==> config.mk <==
export PLATFORM = sky130hd
export DESIGN_NAME = sha256_stream_hasher
export DESIGN_NICKNAME = d
export VERILOG_FILES = /design/src/rtl/core/sha_pkg.sv /design/src/rtl/core/sha_round.sv /design/src/rtl/core/sha256_stream_hasher.sv
export SDC_FILE = /design/constraint.sdc
export NUM_CORES = 2
export LEC_CHECK = 0
export CORE_MARGIN = 10
export CORE_UTILIZATION = 60
export CTS_BUF_LIST = sky130_fd_sc_hd__clkbuf_8 sky130_fd_sc_hd__clkbuf_16
export DETAILED_ROUTE_END_ITERATION = 16
export DONT_BUFFER_PORTS = 1
export MAX_ROUTING_LAYER = met4
export PLACE_DENSITY = 0.83
export SLEW_MARGIN = 40
export SYNTH_ARGS = -nofsm -noshare
export SYNTH_HDL_FRONTEND = slang
export SYNTH_HIERARCHICAL = 1
export SYNTH_SLANG_ARGS = --single-unit
==> constraint.sdc <==
create_clock -name clk -period 16.7 [get_ports clk]
set_input_delay 1.67 -clock clk [delete_from_list [all_inputs] [get_ports clk]]
set_output_delay 1.67 -clock clk [all_outputs]
set_load 0.05 [all_outputs]
==> src/rtl/core/sha_pkg.sv <==
// sha_pkg: constants, types and round functions for the sha-256 stream hasher
// no dependencies
`default_nettype none
package sha_pkg;
  localparam int unsigned WordW = 32;
  localparam int unsigned NumWords = 8;
  localparam int unsigned NumRounds = 64;
  localparam int unsigned BlockBytes = 64;
  localparam int unsigned LenW = 64;

  typedef logic [WordW-1:0] word_t;

  function automatic word_t init_word(input logic [2:0] i);
    word_t w;
    case (i)
      3'd0: w = 32'h6a09e667;
      3'd1: w = 32'hbb67ae85;
      3'd2: w = 32'h3c6ef372;
      3'd3: w = 32'ha54ff53a;
      3'd4: w = 32'h510e527f;
      3'd5: w = 32'h9b05688c;
      3'd6: w = 32'h1f83d9ab;
      3'd7: w = 32'h5be0cd19;
      default: w = '0;
    endcase
    return w;
  endfunction

  localparam word_t RoundK [64] = '{
    32'h428a2f98, 32'h71374491, 32'hb5c0fbcf, 32'he9b5dba5, 32'h3956c25b, 32'h59f111f1,
    32'h923f82a4, 32'hab1c5ed5, 32'hd807aa98, 32'h12835b01, 32'h243185be, 32'h550c7dc3,
    32'h72be5d74, 32'h80deb1fe, 32'h9bdc06a7, 32'hc19bf174, 32'he49b69c1, 32'hefbe4786,
    32'h0fc19dc6, 32'h240ca1cc, 32'h2de92c6f, 32'h4a7484aa, 32'h5cb0a9dc, 32'h76f988da,
    32'h983e5152, 32'ha831c66d, 32'hb00327c8, 32'hbf597fc7, 32'hc6e00bf3, 32'hd5a79147,
    32'h06ca6351, 32'h14292967, 32'h27b70a85, 32'h2e1b2138, 32'h4d2c6dfc, 32'h53380d13,
    32'h650a7354, 32'h766a0abb, 32'h81c2c92e, 32'h92722c85, 32'ha2bfe8a1, 32'ha81a664b,
    32'hc24b8b70, 32'hc76c51a3, 32'hd192e819, 32'hd6990624, 32'hf40e3585, 32'h106aa070,
    32'h19a4c116, 32'h1e376c08, 32'h2748774c, 32'h34b0bcb5, 32'h391c0cb3, 32'h4ed8aa4a,
    32'h5b9cca4f, 32'h682e6ff3, 32'h748f82ee, 32'h78a5636f, 32'h84c87814, 32'h8cc70208,
    32'h90befffa, 32'ha4506ceb, 32'hbef9a3f7, 32'hc67178f2};

  localparam logic [7:0] PadByte = 8'h80;
  localparam logic [6:0] LenPos = 7'd56;

  function automatic word_t ror(input word_t x, input int unsigned s);
    return (x >> s) | (x << (WordW - s));
  endfunction
endpackage
`default_nettype wire

==> src/rtl/core/sha_round.sv <==
// sha_round: one shared compression round with rolling 16-word schedule
// depends on sha_pkg
`default_nettype none
module sha_round (
  input  wire logic          clk,
  input  wire logic          load,
  input  wire logic          step,
  input  wire logic [5:0]    rnd,
  input  wire sha_pkg::word_t blk_w [16],
  input  wire sha_pkg::word_t h_in  [8],
  output sha_pkg::word_t     r_out [8]
);
  import sha_pkg::*;
  word_t w_r [16];
  word_t v_r [8];
  word_t s0, s1, t1, t2, wn, w0;

  always_comb begin
    w0 = w_r[0];
    s0 = ror(w_r[1], 7) ^ ror(w_r[1], 18) ^ (w_r[1] >> 3);
    s1 = ror(w_r[14], 17) ^ ror(w_r[14], 19) ^ (w_r[14] >> 10);
    wn = w_r[0] + s0 + w_r[9] + s1;
    t1 = v_r[7] + (ror(v_r[4], 6) ^ ror(v_r[4], 11) ^ ror(v_r[4], 25))
       + ((v_r[4] & v_r[5]) ^ (~v_r[4] & v_r[6])) + RoundK[rnd] + w0;
    t2 = (ror(v_r[0], 2) ^ ror(v_r[0], 13) ^ ror(v_r[0], 22))
       + ((v_r[0] & v_r[1]) ^ (v_r[0] & v_r[2]) ^ (v_r[1] & v_r[2]));
  end

  always_ff @(posedge clk) begin
    if (load) begin
      w_r <= blk_w;
      v_r <= h_in;
    end else if (step) begin
      for (int i = 0; i < 15; i++) w_r[i] <= w_r[i+1];
      w_r[15] <= wn;
      v_r[7] <= v_r[6]; v_r[6] <= v_r[5]; v_r[5] <= v_r[4];
      v_r[4] <= v_r[3] + t1;
      v_r[3] <= v_r[2]; v_r[2] <= v_r[1]; v_r[1] <= v_r[0];
      v_r[0] <= t1 + t2;
    end
  end
  assign r_out = v_r;
endmodule
`default_nettype wire

==> src/rtl/core/sha256_stream_hasher.sv <==
// sha256_stream_hasher: byte-stream sha-256 with eight-word digest output
// depends on sha_pkg and sha_round
// a byte item that leaves the block part-full keeps in_tready high; the byte that fills
// the block starts a compression (load, 64 rounds, fold) before in_tready returns
// a closing item adds padding at one byte a cycle up to the block end, one or two
// compressions, then eight digest items at one a cycle at most
// the single shared round unit limits the byte rate: no bytes are taken while a block compresses
// reset: synchronous active low, clears control, chaining words to initial values
`default_nettype none
module sha256_stream_hasher (
  input  wire logic        clk,
  input  wire logic        rst_n,
  input  wire logic        in_tvalid,
  output logic             in_tready,
  input  wire logic [7:0]  in_tdata,   // data_byte
  input  wire logic        in_tuser,   // byte_valid
  input  wire logic        in_tlast,   // end_of_message
  output logic             out_tvalid,
  input  wire logic        out_tready,
  output logic [31:0]      out_tdata,  // digest_word
  output logic [2:0]       out_tuser,  // word_index
  output logic             out_tlast   // last_word
);
  import sha_pkg::*;

  typedef enum logic [5:0] {
    S_IDLE = 6'b000001, S_LOAD = 6'b000010, S_RUN = 6'b000100,
    S_FOLD = 6'b001000, S_PAD  = 6'b010000, S_OUT = 6'b100000
  } state_t;

  state_t state_r, state_nxt;
  word_t       blk_r [16];          // block buffer as big-endian words, one byte lane per write
  logic [5:0]  fill_r;              // bytes held in the block, wraps to 0 at a full block
  logic [LenW-1:0] len_r;           // message length in bytes
  logic [LenW-1:0] bits_r;          // bit length latched at the close
  word_t h_r [NumWords];            // chaining words
  logic [5:0]  rnd_r;
  logic        fin_r;               // closing in progress
  logic        mark_r;              // 0x80 marker still to be written
  logic        lenblk_r;            // current block carries the bit length
  logic [2:0]  oi_r;
  word_t r_out [8];
  logic        wr_en, acc;
  logic [7:0]  wr_b;

  sha_round u_round (
    .clk(clk), .load(state_r == S_LOAD), .step(state_r == S_RUN),
    .rnd(rnd_r), .blk_w(blk_r), .h_in(h_r), .r_out(r_out)
  );

  assign in_tready = (state_r == S_IDLE);
  assign acc = in_tvalid && in_tready;
  assign out_tvalid = (state_r == S_OUT);
  assign out_tdata = h_r[oi_r];
  assign out_tuser = oi_r;
  assign out_tlast = (oi_r == 3'd7);

  // at most one byte write per cycle: message byte on accept of a valid byte, else marker, zero or length byte
  always_comb begin
    wr_en = 1'b0;
    wr_b  = in_tdata;
    if (acc && in_tuser) begin
      wr_en = 1'b1;
    end else if (state_r == S_PAD) begin
      wr_en = 1'b1;
      if (mark_r) wr_b = PadByte;
      else if (lenblk_r && fill_r >= LenPos[5:0]) wr_b = bits_r[{~fill_r[2:0], 3'b000} +: 8];
      else wr_b = 8'h00;
    end
  end

  always_ff @(posedge clk) begin
    if (wr_en) blk_r[fill_r[5:2]][{~fill_r[1:0], 3'b000} +: 8] <= wr_b;
  end

  always_comb begin
    state_nxt = state_r;
    case (state_r)
      S_IDLE: if (acc) begin
        if (in_tuser && fill_r == 6'd63) state_nxt = S_LOAD;
        else if (in_tlast) state_nxt = S_PAD;
      end
      S_LOAD: state_nxt = S_RUN;
      S_RUN:  if (rnd_r == 6'd63) state_nxt = S_FOLD;
      // after a close the length block is the last one, else keep padding
      S_FOLD: begin
        if (!fin_r) state_nxt = S_IDLE;
        else if (lenblk_r) state_nxt = S_OUT;
        else state_nxt = S_PAD;
      end
      S_PAD:  if (fill_r == 6'd63) state_nxt = S_LOAD;
      S_OUT:  if (out_tready && oi_r == 3'd7) state_nxt = S_IDLE;
      default: state_nxt = S_IDLE;
    endcase
  end

  always_ff @(posedge clk) begin
    if (!rst_n) begin
      state_r <= S_IDLE; fill_r <= '0; len_r <= '0; bits_r <= '0; rnd_r <= '0;
      fin_r <= 1'b0; mark_r <= 1'b0; lenblk_r <= 1'b0; oi_r <= '0;
      for (int i = 0; i < 8; i++) h_r[i] <= init_word(3'(i));
    end else begin
      state_r <= state_nxt;
      if (wr_en) fill_r <= fill_r + 6'd1;
      if (state_r == S_RUN) rnd_r <= rnd_r + 6'd1;
      if (acc) begin
        if (in_tuser) len_r <= len_r + 64'd1;
        if (in_tlast) begin
          fin_r <= 1'b1;
          mark_r <= 1'b1;
          bits_r <= (len_r + {63'd0, in_tuser}) << 3;
        end
      end
      // the length fits behind the marker only if the marker lands before byte 56
      if (state_r == S_PAD && mark_r) begin
        mark_r <= 1'b0;
        lenblk_r <= (fill_r < LenPos[5:0]);
      end
      if (state_r == S_FOLD) begin
        for (int i = 0; i < 8; i++) h_r[i] <= h_r[i] + r_out[i];
        if (fin_r && !mark_r) lenblk_r <= 1'b1;
      end
      if (state_r == S_OUT && out_tready) begin
        oi_r <= oi_r + 3'd1;
        if (oi_r == 3'd7) begin
          fin_r <= 1'b0; lenblk_r <= 1'b0; len_r <= '0;
          for (int i = 0; i < 8; i++) h_r[i] <= init_word(3'(i));
        end
      end
    end
  end
endmodule
`default_nettype wire

==> impl_results.md <==
- Status: completed
- #FFs+latches synth: 1,682
- CP most frequent cell: inv_1
- Clock Tree Root: clkbuf_16
- Logic pwr share: 9.9%
- Overflow after GRT: 0
- CP endpoint kind: register
- Crit-path max FO: 18
- Die Footprint: 172,000 µm²
- Cell area after synthesis: 93,600 µm²
- Switch share: 25.1%
- RSZ-0062 raised after global routing: no
- H-Tree Depth: 4
- Top delay family on crit path: compound AO/OA/AOI/OAI gates
- Final Max Slew Viols: 0
- Met3 GRT Util: 6.13%
- Worst Path Required: 17.22 ns
- Internal power: 7.24 mW
- Ys Warns: 6
- Avg Synthesized Cell Area: 11.7 µm²
- Global Route met1 Usage: 42.2%
- PD cells: 94.8 nW/µm²
- Worst EP arrival: 9.88 ns
- Chip width: 415 µm
- Die Y-Extent: 415 µm
- Routed len/inst: 28.4 µm
- Worst-Skew Late Latency: 0.86 ns
- Syn Nets: 8,600
- # fillers: 11,200
- Least-Margin Pin Slew: 0.978 ns
- Area growth syn-to-layout: 8.99%
- Synth area leaders: edfxtp_1 (41%), mux2_2 (8.8%), dfxtp_1 (8.6%), ha_1 (5.3%), fa_1 (4.2%)
- Worst Setup Path Type: reg -> reg
- Detailed placement HPWL: 202,000 µm
- Maximum clock frequency: 0.107 GHz
- Sequential area share after synthesis: 49.7%
- Synth area leader: edfxtp_1
- Total power: 9.67 mW
- Vias in the first global route: 64,100
- Hold Buf Count CTS: 0
- DR iter-0 viols: 8,252
- Buf/Inv on CP: 5
- First-pass GRT wire length: 421,000 µm
- Tcrit/Tclk final: 56.0%
- CTS tree: built
- GRT Overall Usage: 33.2%
- Final Util: 66.0%
- Register area: 46,500 µm²
- Core area: 155,000 µm²
- Largest net degree at the start of global routing: 183
- Fin nets: 8,504
- Final WL: 286,000 µm
- M2 GR Usage: 51.2%
- Setup crit start kind: register
- Placed cells: 9,759
- # rows: 144
- Drt via density: 6.55
- Most used routing layer in global routing: met2
- Post-synth EDFFs: 1,280
- Worst min path class: reg -> reg
- Longest Clk Path Bufs: 3
- Ys async rst share: 0%
- Setup_tns: 0 ns
- Clock Pin Slew Worst Setup and Hold Paths: 0.06 ns
- CTS sink cnt: 1,682
- I/O pin cnt: 52
- TritonCTS Buffers: 174
- Max-cap violations: 0
- Post-CTS Setup Inserts: 0
- Worst stage delay on the critical path: 0.75 ns
- VDD IR-drop max: 0.164 mV
- Synth top area share: 41.1%
- Non-Filler Instances: 10,100
- Sequential power share: 47.9%
- # resized after CTS: 0
- Cells after Synth: 7,992
- Clk pwr share: 42.2%
- Max_slew headroom: 34.6%
- # port buffers: 0
- Clock skew: 0.0817 ns
- Leak: 37.6 nW
- Initial antenna violation count: 8
- Via count: 66,100
- Ys flop type: edfxtp_1
- Crit-path slowest cell: dfxtp_1
- Setup violations, final: 0
- Drt drc: 0
- Fin. Hold Viols: 0
- Minimum clock period after layout: 9.36 ns
- Routed Antenna Nets: 0
- Number of detailed-route iterations in the first pass: 6
- Area of the multi-input gates: 44,700 µm²
- Netlist cell types: 97
- Net Sw Power: 2.43 mW
- GPL Wtd Cong: 1.05
- Starting density of the core: 60.5%
- Share of layout cells above drive strength 1: 16.3%
==> cells by family after synthesis <==
| group | Yosys count | synth area share [%] |
|---|---|---|
| DFF | 1682 | 49.7 |
| xor gates and xnor gates | 668 | 6.25 |
| muxes | 858 | 11.3 |
| adders and majority gates | 596 | 9.53 |
| and+or+nand+nor | 1761 | 8.56 |
| AOI/OAI and AO/OA | 1731 | 11.9 |
| buffers and inverters | 696 | 2.81 |
==> flip-flops by register name (all words and copies together) (netlist names), 32 cells and up <==
signal         count
u_round/w0        32
bits_r            61
u_round/r_out    256
blk_r            512
u_round/w_r      480
len_r             61
h_r              256
==> synthesized netlist by cell type, types with 130 or more instances <==
cell / count
edfxtp_1: 1280
mux2_2: 732
nand2_1: 714
a21oi_1: 486
nor2_1: 428
o21ai_0: 418
xnor2_1: 404
dfxtp_1: 402
ha_1: 399
clkbuf_1: 335
inv_1: 313
xor2_1: 264
a21o_1: 206
fa_1: 195
nand3_1: 130
==> power by group through the flow <==
stage               clock network (mW)  logic, mW  registers (mW)
floorplan                            0      0.631            4.71
global placement                     0      0.909            4.72
detailed placement                   0      0.926            4.72
CTS                               4.11      0.934            4.63
global route                      4.26       1.03            4.64
finish                            4.08      0.952            4.63
==> stage by stage <==
step	hold WS, ns	worst slack, ns	instance area [µm²]
after global placement	0.466	7.49	95600
final	0.495	7.34	102000
after global routing	0.512	6.77	102000
after CTS	0.488	7.48	102000
after detailed placement	0.481	7.51	95700
after floorplan	0.449	4.76	93600
==> layout make-up <==
class,instances,area share [%]
clock buffer,183,4.40
inverter,316,1.16
timing repair buffer,108,1.01
multi-input combinational,5614,43.8
antenna,5,0.0123
clock inverter,139,1.50
sequential,1682,45.6
tap,2044,2.51
==> cell usage in the layout (no fill, tap or decap), types with 175 or more instances in the layout <==
master / count
clkbuf_16: 175
a21o_1: 206
xor2_1: 264
ha_1: 399
fa_1: 195
o21ai_0: 415
inv_1: 339
dfxtp_1: 395
nand2_1: 710
mux2_2: 732
nor2_1: 385
edfxtp_1: 1280
a21oi_1: 486
xnor2_1: 404
==> worst paths after layout <==
| check | depth (start not counted) | end | start | slack, ns |
|---|---|---|---|---|
| worst min-delay path | 2 | h_r[176]$_SDFF_PN0_ | h_r[176]$_SDFF_PN0_ | 0.50 |
| worst max-delay path | 34 | u_round/r_out[254]$_DFFE_PP_ | rnd_r[0]$_SDFFE_PN0P_ | 7.34 |
| worst min register to register | 2 | h_r[176]$_SDFF_PN0_ | h_r[176]$_SDFF_PN0_ | 0.50 |
| worst max register to register | 34 | u_round/r_out[254]$_DFFE_PP_ | rnd_r[0]$_SDFFE_PN0P_ | 7.34 |
==> routing by layer <==
metal / vias to the layer above / part of all wire, %
li1: 29200 / -
met1: 32800 / 39
met2: 3401 / 46
met3: 713 / 9.0
met4: 0 / 5.7
met5: - / 0
==> worst register-to-register path: cells and delay by family, from the launching register on <==
kind / cells / cell delay [ns]
xor+xnor: 2 / 0.42
buf+inv: 5 / 0.84
simple gates: 6 / 1.06
fa+ha+maj: 6 / 2.87
flops: 1 / 0.75
compound gates: 15 / 3.16
Note: power is estimated with default switching activity, not from simulation.
